<file path="config.mk">
export PLATFORM = sky130hd
export DESIGN_NAME = sha256_stream_hasher
export DESIGN_NICKNAME = d
export VERILOG_FILES = /design/src/hdl/shs_pkg.sv /design/src/hdl/shs_sched.sv /design/src/hdl/shs_round.sv /design/src/hdl/sha256_stream_hasher.sv
export SDC_FILE = /design/constraint.sdc
export NUM_CORES = 2
export LEC_CHECK = 0
export ABC_AREA = 1
export ABC_CLOCK_PERIOD_IN_PS = 29000
export BUFFER_PORTS_ARGS = -buffer_cell sky130_fd_sc_hd__buf_2
export CORE_ASPECT_RATIO = 1.1
export CORE_UTILIZATION = 25
export CTS_CLUSTER_DIAMETER = 120
export CTS_CLUSTER_SIZE = 8
export DETAILED_ROUTE_END_ITERATION = 10
export GPL_ROUTABILITY_DRIVEN = 0
export PLACE_DENSITY = 0.42
export SLEW_MARGIN = 20
export SYNTH_ARGS = -nofsm -noshare
export SYNTH_HDL_FRONTEND = slang
export SYNTH_SLANG_ARGS = --single-unit
</file>
<file path="constraint.sdc">
create_clock -name clock -period 29 [get_ports clock]
set_input_delay 4.35 -clock clock [delete_from_list [all_inputs] [get_ports clock]]
set_output_delay 4.35 -clock clock [all_outputs]
set_load 0.1 [all_outputs]
</file>
<file path="src/hdl/shs_pkg.sv">
// ---------------------------------------------------------------------------
// shs_pkg
// Shared types, constants and functions of the SHA-256 stream hasher.
// ---------------------------------------------------------------------------
package shs_pkg;

   localparam int unsigned DigestWords = 8;
   localparam int unsigned BlockBytes  = 64;
   localparam int unsigned SchedWords  = 16;
   localparam int unsigned Rounds      = 64;
   localparam int unsigned LenBytes    = 8;

   localparam logic [7:0] PadMark      = 8'h80;
   localparam logic [5:0] LengthOffset = 6'd56;
   localparam logic [5:0] LastFill     = 6'd63;
   localparam logic [5:0] LastRound    = 6'd63;
   localparam logic [3:0] LenDone      = 4'd8;
   localparam logic [2:0] LastWord     = 3'd7;

   typedef logic [31:0]                  word_type;
   typedef logic [DigestWords-1:0][31:0] hash_type;

   // Control from the sequencer to the round unit.
   typedef struct packed {
      logic init_work;   // copy hash words into working variables
      logic round_en;    // run one compression round
      logic add_en;      // fold working variables into hash words
      logic clr_hash;    // return hash words to initial values
   } round_ctrl_type;

   // Control from the sequencer to the schedule window.
   typedef struct packed {
      logic byte_en;     // shift one message byte into the window
      logic round_en;    // advance the window by one schedule word
      logic recirc;      // rounds 0..15: reuse loaded words
   } sched_ctrl_type;

   localparam hash_type InitHash = {
      32'h5be0cd19, 32'h1f83d9ab, 32'h9b05688c, 32'h510e527f,
      32'ha54ff53a, 32'h3c6ef372, 32'hbb67ae85, 32'h6a09e667
   };

   function automatic word_type round_k(input logic [5:0] idx);
      word_type k;
      case (idx)
         6'd0:  k = 32'h428a2f98;  6'd1:  k = 32'h71374491;
         6'd2:  k = 32'hb5c0fbcf;  6'd3:  k = 32'he9b5dba5;
         6'd4:  k = 32'h3956c25b;  6'd5:  k = 32'h59f111f1;
         6'd6:  k = 32'h923f82a4;  6'd7:  k = 32'hab1c5ed5;
         6'd8:  k = 32'hd807aa98;  6'd9:  k = 32'h12835b01;
         6'd10: k = 32'h243185be;  6'd11: k = 32'h550c7dc3;
         6'd12: k = 32'h72be5d74;  6'd13: k = 32'h80deb1fe;
         6'd14: k = 32'h9bdc06a7;  6'd15: k = 32'hc19bf174;
         6'd16: k = 32'he49b69c1;  6'd17: k = 32'hefbe4786;
         6'd18: k = 32'h0fc19dc6;  6'd19: k = 32'h240ca1cc;
         6'd20: k = 32'h2de92c6f;  6'd21: k = 32'h4a7484aa;
         6'd22: k = 32'h5cb0a9dc;  6'd23: k = 32'h76f988da;
         6'd24: k = 32'h983e5152;  6'd25: k = 32'ha831c66d;
         6'd26: k = 32'hb00327c8;  6'd27: k = 32'hbf597fc7;
         6'd28: k = 32'hc6e00bf3;  6'd29: k = 32'hd5a79147;
         6'd30: k = 32'h06ca6351;  6'd31: k = 32'h14292967;
         6'd32: k = 32'h27b70a85;  6'd33: k = 32'h2e1b2138;
         6'd34: k = 32'h4d2c6dfc;  6'd35: k = 32'h53380d13;
         6'd36: k = 32'h650a7354;  6'd37: k = 32'h766a0abb;
         6'd38: k = 32'h81c2c92e;  6'd39: k = 32'h92722c85;
         6'd40: k = 32'ha2bfe8a1;  6'd41: k = 32'ha81a664b;
         6'd42: k = 32'hc24b8b70;  6'd43: k = 32'hc76c51a3;
         6'd44: k = 32'hd192e819;  6'd45: k = 32'hd6990624;
         6'd46: k = 32'hf40e3585;  6'd47: k = 32'h106aa070;
         6'd48: k = 32'h19a4c116;  6'd49: k = 32'h1e376c08;
         6'd50: k = 32'h2748774c;  6'd51: k = 32'h34b0bcb5;
         6'd52: k = 32'h391c0cb3;  6'd53: k = 32'h4ed8aa4a;
         6'd54: k = 32'h5b9cca4f;  6'd55: k = 32'h682e6ff3;
         6'd56: k = 32'h748f82ee;  6'd57: k = 32'h78a5636f;
         6'd58: k = 32'h84c87814;  6'd59: k = 32'h8cc70208;
         6'd60: k = 32'h90befffa;  6'd61: k = 32'ha4506ceb;
         6'd62: k = 32'hbef9a3f7;  6'd63: k = 32'hc67178f2;
         default: k = 32'h0;
      endcase
      return k;
   endfunction

   function automatic word_type ror32(input word_type x, input int unsigned n);
      return (x >> n) | (x << (32 - n));
   endfunction

   function automatic word_type small_sigma0(input word_type x);
      return ror32(x, 7) ^ ror32(x, 18) ^ (x >> 3);
   endfunction

   function automatic word_type small_sigma1(input word_type x);
      return ror32(x, 17) ^ ror32(x, 19) ^ (x >> 10);
   endfunction

   function automatic word_type big_sigma0(input word_type x);
      return ror32(x, 2) ^ ror32(x, 13) ^ ror32(x, 22);
   endfunction

   function automatic word_type big_sigma1(input word_type x);
      return ror32(x, 6) ^ ror32(x, 11) ^ ror32(x, 25);
   endfunction

endpackage

</file>
<file path="src/hdl/shs_sched.sv">
// ---------------------------------------------------------------------------
// shs_sched
// Message schedule window: gathers bytes of a block, then yields W[t].
// ---------------------------------------------------------------------------
module shs_sched (
   input  logic                     clock,
   input  shs_pkg::sched_ctrl_type  ctrl,
   input  logic [7:0]               byte_data,
   output shs_pkg::word_type        sched_word
);

   // win_ff[0] is the oldest word (W[t-16]), win_ff[15] the newest.
   shs_pkg::word_type win_ff [shs_pkg::SchedWords];
   shs_pkg::word_type win_in [shs_pkg::SchedWords];
   shs_pkg::word_type expand_word;

   always_comb begin
      expand_word = win_ff[0] + shs_pkg::small_sigma0(win_ff[1]) + win_ff[9]
                  + shs_pkg::small_sigma1(win_ff[14]);
      sched_word  = ctrl.recirc ? win_ff[0] : expand_word;
   end

   always_comb begin
      for (int i = 0; i < shs_pkg::SchedWords; i++) begin
         win_in[i] = win_ff[i];
      end
      if (ctrl.byte_en) begin
         // whole window acts as a 64-byte shift line, big-endian
         for (int i = 0; i < shs_pkg::SchedWords - 1; i++) begin
            win_in[i] = {win_ff[i][23:0], win_ff[i+1][31:24]};
         end
         win_in[shs_pkg::SchedWords-1] = {win_ff[shs_pkg::SchedWords-1][23:0], byte_data};
      end else if (ctrl.round_en) begin
         for (int i = 0; i < shs_pkg::SchedWords - 1; i++) begin
            win_in[i] = win_ff[i+1];
         end
         win_in[shs_pkg::SchedWords-1] = sched_word;
      end
   end

   always_ff @(posedge clock) begin
      for (int i = 0; i < shs_pkg::SchedWords; i++) begin
         win_ff[i] <= win_in[i];
      end
   end

endmodule

</file>
<file path="src/hdl/shs_round.sv">
// ---------------------------------------------------------------------------
// shs_round
// Compression round unit and hash word store.
// ---------------------------------------------------------------------------
module shs_round (
   input  logic                     clock,
   input  logic                     reset,
   input  shs_pkg::round_ctrl_type  ctrl,
   input  shs_pkg::word_type        sched_word,
   input  logic [5:0]               round_idx,
   output shs_pkg::hash_type        hash_words
);

   shs_pkg::hash_type hash_ff, hash_in;
   shs_pkg::hash_type work_ff, work_in;
   shs_pkg::word_type t1, t2, choose, major;

   always_comb begin
      choose = (work_ff[4] & work_ff[5]) ^ (~work_ff[4] & work_ff[6]);
      major  = (work_ff[0] & work_ff[1]) ^ (work_ff[0] & work_ff[2])
             ^ (work_ff[1] & work_ff[2]);
      t1 = work_ff[7] + shs_pkg::big_sigma1(work_ff[4]) + choose
         + shs_pkg::round_k(round_idx) + sched_word;
      t2 = shs_pkg::big_sigma0(work_ff[0]) + major;

      work_in = work_ff;
      if (ctrl.init_work) begin
         work_in = hash_ff;
      end else if (ctrl.round_en) begin
         work_in[7] = work_ff[6];
         work_in[6] = work_ff[5];
         work_in[5] = work_ff[4];
         work_in[4] = work_ff[3] + t1;
         work_in[3] = work_ff[2];
         work_in[2] = work_ff[1];
         work_in[1] = work_ff[0];
         work_in[0] = t1 + t2;
      end

      hash_in = hash_ff;
      if (ctrl.clr_hash) begin
         hash_in = shs_pkg::InitHash;
      end else if (ctrl.add_en) begin
         for (int i = 0; i < shs_pkg::DigestWords; i++) begin
            hash_in[i] = hash_ff[i] + work_ff[i];
         end
      end
   end

   always_ff @(posedge clock) begin
      if (reset) begin
         hash_ff <= shs_pkg::InitHash;
      end else begin
         hash_ff <= hash_in;
      end
      work_ff <= work_in;
   end

   assign hash_words = hash_ff;

endmodule

</file>
<file path="src/hdl/sha256_stream_hasher.sv">
// ---------------------------------------------------------------------------
// sha256_stream_hasher
// SHA-256 over a byte stream; emits the digest as eight 32-bit words.
// ---------------------------------------------------------------------------
//
//   Channel | Ports                                        | Moves
//   --------+----------------------------------------------+-------------------
//   req     | req_valid/ready, data_byte, has_byte, end_.. | one message byte
//   rsp     | rsp_valid/ready, digest_word, word_index, .. | one digest word
//
// A byte is taken while req_valid and req_ready are high. The 64th byte of
// a block starts the compression rounds and then the hash update; the shared
// round unit runs one round per cycle. An end-of-message word adds the
// padding bytes (9..72) and one or two compressions, then eight digest
// words. req_ready is low while compressing, padding or emitting. A stalled
// rsp side holds the current digest word. Reset restores the initial hash
// values and clears the byte count.
// ---------------------------------------------------------------------------
module sha256_stream_hasher (
   input  logic        clock,
   input  logic        reset,
   input  logic        req_valid,
   output logic        req_ready,
   input  logic [7:0]  req_data_byte,
   input  logic        req_has_byte,
   input  logic        req_end_of_message,
   output logic        rsp_valid,
   input  logic        rsp_ready,
   output logic [31:0] rsp_digest_word,
   output logic [2:0]  rsp_word_index,
   output logic        rsp_last_word
);

   typedef enum logic [2:0] {
      ST_IDLE,     // taking message bytes
      ST_PAD,      // inserting padding and length bytes
      ST_ROUND,    // 64 compression rounds
      ST_ADD,      // fold working variables into hash
      ST_OUT       // emitting digest words
   } state_type;

   state_type   state_ff, state_in;
   logic [5:0]  fill_ff, fill_in;         // bytes held in the window
   logic [5:0]  round_ff, round_in;
   logic [63:0] total_ff, total_in;       // byte count; shifted out as length
   logic        pend_end_ff, pend_end_in; // message end seen, padding owed
   logic        mark_ff, mark_in;         // 0x80 already inserted
   logic [3:0]  len_ff, len_in;           // length bytes inserted
   logic [2:0]  out_idx_ff, out_idx_in;

   logic        req_accept;
   logic        ins_en;
   logic [7:0]  ins_byte;
   logic        block_full;

   shs_pkg::round_ctrl_type round_ctrl;
   shs_pkg::sched_ctrl_type sched_ctrl;
   shs_pkg::word_type       sched_word;
   shs_pkg::hash_type       hash_words;

   assign req_ready  = (state_ff == ST_IDLE);
   assign req_accept = req_valid && req_ready;

   // Byte source for the window: the stream while idle, padding in ST_PAD.
   always_comb begin
      ins_en   = 1'b0;
      ins_byte = req_data_byte;
      case (state_ff)
         ST_IDLE: begin
            ins_en = req_accept && req_has_byte;
         end
         ST_PAD: begin
            ins_en = 1'b1;
            if (!mark_ff) begin
               ins_byte = shs_pkg::PadMark;
            end else if (len_ff == 4'd0 && fill_ff != shs_pkg::LengthOffset) begin
               ins_byte = 8'h00;
            end else begin
               // bit length = count * 8; its top byte is count[60:53]
               ins_byte = total_ff[60:53];
            end
         end
         default: begin
            ins_en = 1'b0;
         end
      endcase
   end

   assign block_full = ins_en && (fill_ff == shs_pkg::LastFill);

   always_comb begin
      state_in    = state_ff;
      fill_in     = ins_en ? fill_ff + 6'd1 : fill_ff;
      round_in    = round_ff;
      total_in    = total_ff;
      pend_end_in = pend_end_ff;
      mark_in     = mark_ff;
      len_in      = len_ff;
      out_idx_in  = out_idx_ff;

      round_ctrl  = '0;
      sched_ctrl  = '0;
      sched_ctrl.byte_en   = ins_en;
      round_ctrl.init_work = block_full;

      case (state_ff)
         ST_IDLE: begin
            if (req_accept) begin
               pend_end_in = req_end_of_message;
               if (req_has_byte) begin
                  total_in = total_ff + 64'd1;
               end
               if (block_full) begin
                  state_in = ST_ROUND;
               end else if (req_end_of_message) begin
                  state_in = ST_PAD;
               end
            end
         end
         ST_PAD: begin
            if (!mark_ff) begin
               mark_in = 1'b1;
            end else if (!(len_ff == 4'd0 && fill_ff != shs_pkg::LengthOffset)) begin
               len_in   = len_ff + 4'd1;
               total_in = {total_ff[55:0], 8'h00};
            end
            if (block_full) begin
               state_in = ST_ROUND;
            end
         end
         ST_ROUND: begin
            round_ctrl.round_en = 1'b1;
            sched_ctrl.round_en = 1'b1;
            sched_ctrl.recirc   = (round_ff[5:4] == 2'b00);
            round_in = round_ff + 6'd1;
            if (round_ff == shs_pkg::LastRound) begin
               state_in = ST_ADD;
            end
         end
         ST_ADD: begin
            round_ctrl.add_en = 1'b1;
            if (len_ff == shs_pkg::LenDone) begin
               state_in = ST_OUT;
            end else if (pend_end_ff) begin
               state_in = ST_PAD;
            end else begin
               state_in = ST_IDLE;
            end
         end
         ST_OUT: begin
            if (rsp_ready) begin
               out_idx_in = out_idx_ff + 3'd1;
               if (out_idx_ff == shs_pkg::LastWord) begin
                  // back to a fresh message
                  round_ctrl.clr_hash = 1'b1;
                  total_in    = '0;
                  pend_end_in = 1'b0;
                  mark_in     = 1'b0;
                  len_in      = '0;
                  state_in    = ST_IDLE;
               end
            end
         end
         default: begin
            state_in = ST_IDLE;
         end
      endcase
   end

   always_ff @(posedge clock) begin
      if (reset) begin
         state_ff    <= ST_IDLE;
         fill_ff     <= '0;
         round_ff    <= '0;
         total_ff    <= '0;
         pend_end_ff <= 1'b0;
         mark_ff     <= 1'b0;
         len_ff      <= '0;
         out_idx_ff  <= '0;
      end else begin
         state_ff    <= state_in;
         fill_ff     <= fill_in;
         round_ff    <= round_in;
         total_ff    <= total_in;
         pend_end_ff <= pend_end_in;
         mark_ff     <= mark_in;
         len_ff      <= len_in;
         out_idx_ff  <= out_idx_in;
      end
   end

   shs_sched u_sched (
      .clock      (clock),
      .ctrl       (sched_ctrl),
      .byte_data  (ins_byte),
      .sched_word (sched_word)
   );

   shs_round u_round (
      .clock      (clock),
      .reset      (reset),
      .ctrl       (round_ctrl),
      .sched_word (sched_word),
      .round_idx  (round_ff),
      .hash_words (hash_words)
   );

   // Digest words come straight from the hash registers, stable while stalled.
   assign rsp_valid       = (state_ff == ST_OUT);
   assign rsp_digest_word = hash_words[out_idx_ff];
   assign rsp_word_index  = out_idx_ff;
   assign rsp_last_word   = (out_idx_ff == shs_pkg::LastWord);

endmodule

</file>
==> flow_summary.ini <==
[outcome]
status = complete, no violations

[logic_synthesis]
synth_edf_count = 768
ys.flop_type = edfxtp_1
ys_async_sr_fraction_pct = 0
ys_seq_elements = 1141
yosysWarnings = 0
ys_types = 60
synth_nets = 10950
avgSynthCellArea_um2 = 7.721
synthCells = 10350
ys_seq_area_share_pct = 38.22
syn_area_um2 = 79880

[worst_setup_path]
endpoint_kind = register
cp.depth = 38
timing.rr.start = u_sched.win_ff[0][51]
r2r_slack_ns = 19.65
crit_end = u_round.work_ff[27]
crit_slowest_cell = fa_1
critPathBufInv = 5
critical_path_class = register to register
crit_fanout = 5
crit_top_cell = nand2_1
cp-startpoint = u_sched.win_ff[0][51]
cp.arrival_ns = 9.96
start_kind = register
r2r_cells = 38
slowest_delay_ns = 0.61
critical-path-top-delay-family = adder cells
reg2reg_to = u_round.work_ff[27]
required_ns = 29.61

[floorplan]
fp.dieH_um = 594.8
core_um2 = 317700
num_io_pins = 52
initial_core_util_pct = 25.15
std_cell_rows = 217
dieWidth_um = 541.0
die-area_um2 = 321800

[route]
viasPerCell = 4.967
drt_iter0_drc = 7113
wl_um = 333800
wl_per_cell_um = 23.14
route.detailed.drc = 0
dr.pass1.iters = 6
ant_nets = 0
vias = 71650

[timing]
relSlewSlack_pct = 24.90
finalClockSkew_ns = 0.09580
hold_viol_final = 0
finalSetupViolations = 0
maxSlewViolCount = 0
tns_ns = 0
min_period_over_period_pct = 32.24
min_period_ns = 9.349
rsz0062_at_grt = false
worst_pin_slew_ns = 1.115
fmax_mhz = 107.0

[place]
dp.cells = 14170
portBuffers = 51
dp_hpwl_um = 253900

[global_route]
grt_use_total_pct = 20.20
antenna_found_initial = 9
grt_pass1_wl_um = 484900
grt-ovfl-total = 0
grt_max_degree = 213
grt_pass1_vias = 69570

[final_layout]
fillCellCount = 34630
finalNetCount = 10790
multi_input_area_um2 = 42930
syn2layout_area_growth_pct = 11.41
regArea_um2 = 30540
drive_above_1_share_pct = 4.268
fin_cells = 14430

[clock_tree]
cts_hold_buf = 0
cts_root_buffer = clkbuf_16
cts_buffers = 167
cts_resized = 0
clockBufferDepth = 4
post-cts-setup-buffers = 0
cts_tree = yes
clkTransAtPathRegs_ns = 0.06
clkLatencyLatePin_ns = 0.88
cts_sinks = 1141
htree_levels = 4

[min_path]
holdPathStages = 2
holdCritPathClass = register to register

[job]
maxCapViolations = 0
## tightest hold or removal path: cells and delay by family, from the launching register on
family           cells  cell delay (ns)
AO/OA/AOI/OAI        1             0.05
flip-flops           1             0.31
AND/OR/NAND/NOR      1             0.06
## final cells by class
class                           instances  share of cell area [%]
Tap cell                             4161                   5.850
Clock buffer                          238                   5.054
Clock inverter                         14                  0.2868
Timing Repair Buffer                  136                   1.052
Multi-Input combinational cell       7509                   48.24
Antenna cell                            3                0.008436
Inverter                             1225                   5.189
Sequential cell                      1141                   34.31
## stage by stage
step                worst slack, ns  util (%)  hold WS (ns)  cell area, um2
detailed placement            19.95     26.51        0.4597           84230
global placement              19.86     26.51        0.4507           84220
floorplan                     11.73         -        0.4401           79880
finish                        19.65     28.01        0.4753           88990
CTS                           19.89     28.01        0.4685           88980
global route                  19.03     28.01        0.4878           88990
## worst min path at each step
| stage | end | from | slack (ns) |
|---|---|---|---|
| after floorplan | mark_ff | mark_ff | 0.44 |
| after global placement | mark_ff | mark_ff | 0.45 |
| after detailed placement | mark_ff | mark_ff | 0.46 |
| after CTS | mark_ff | mark_ff | 0.47 |
| after global routing | mark_ff | mark_ff | 0.49 |
| final | mark_ff | mark_ff | 0.48 |
## synthesized netlist by cell type (all sizes together), types with 90 or more instances
master	instances	area share, %
nand2	2964	14
inv	1222	5.7
o21ai	951	6.0
a21oi	893	5.6
edfxtp	768	29
nor2	416	2.0
ha	396	6.2
dfxtp	373	9.3
clkbuf	369	1.7
nand3	349	2.2
xor2	300	3.3
fa	195	4.9
xnor2	173	1.9
nor3	133	0.86
o211ai	132	1.2
buf	102	0.64
a31oi	90	0.70
## logic make-up (layout without fill, tap and decap cells)
logic type / Yosys count / count (layout) / synth area share [%]
buffers and inverters: 1696 / 1613 / 8.128
XOR/XNOR: 473 / 473 / 5.186
multiplexers: 21 / 21 / 0.2631
flip-flops: 1141 / 1141 / 38.22
AO/OA/AOI/OAI: 2375 / 2375 / 16.53
AND/OR/NAND/NOR: 4031 / 4031 / 20.35
other: 0 / 3 / 0
adder cells (fa/ha/maj): 609 / 609 / 11.32
## state kept, by name, summed over array words and instances (netlist names), named ones only
signal,count
round_ff,6
u_round.hash_words,256
u_sched.win_ff,512
pend_end_ff,1
mark_ff,1
rsp_word_index,3
fill_ff,6
state_ff,3
u_round.work_ff,256
len_ff,4
total_ff,61
## cells in the final DEF (no fill, tap or decap), drive strengths merged, types with 13 or more instances in the layout
master  count
a211oi     13
xnor2     173
o21bai     80
maj3       18
a21oi     893
dfxtp     373
nand2    2964
mux2i      21
buf       136
a31oi      90
nor3      133
or2        59
nand4      56
ha        396
nand3     349
o211ai    132
xor2      300
edfxtp    768
nand3b     14
nor2      416
o21a       13
a21boi     23
a221oi     49
o21ai     951
inv      1224
o31ai      14
a21o       59
clkbuf    238
nor4       23
fa        195
o221ai     13
## layer usage
layer | track usage (%) | up-vias | wire length (um)
li1 | - | 34080 | -
met1 | 26.80 | 34590 | 146600
met2 | 32.55 | 2445 | 151300
met3 | 2.822 | 542 | 20020
met4 | 8.820 | 2 | 15990
met5 | 0 | - | 8
Power is not shown: default switching activity piles up to over one toggle a cycle in this logic, so the estimate is an artifact.
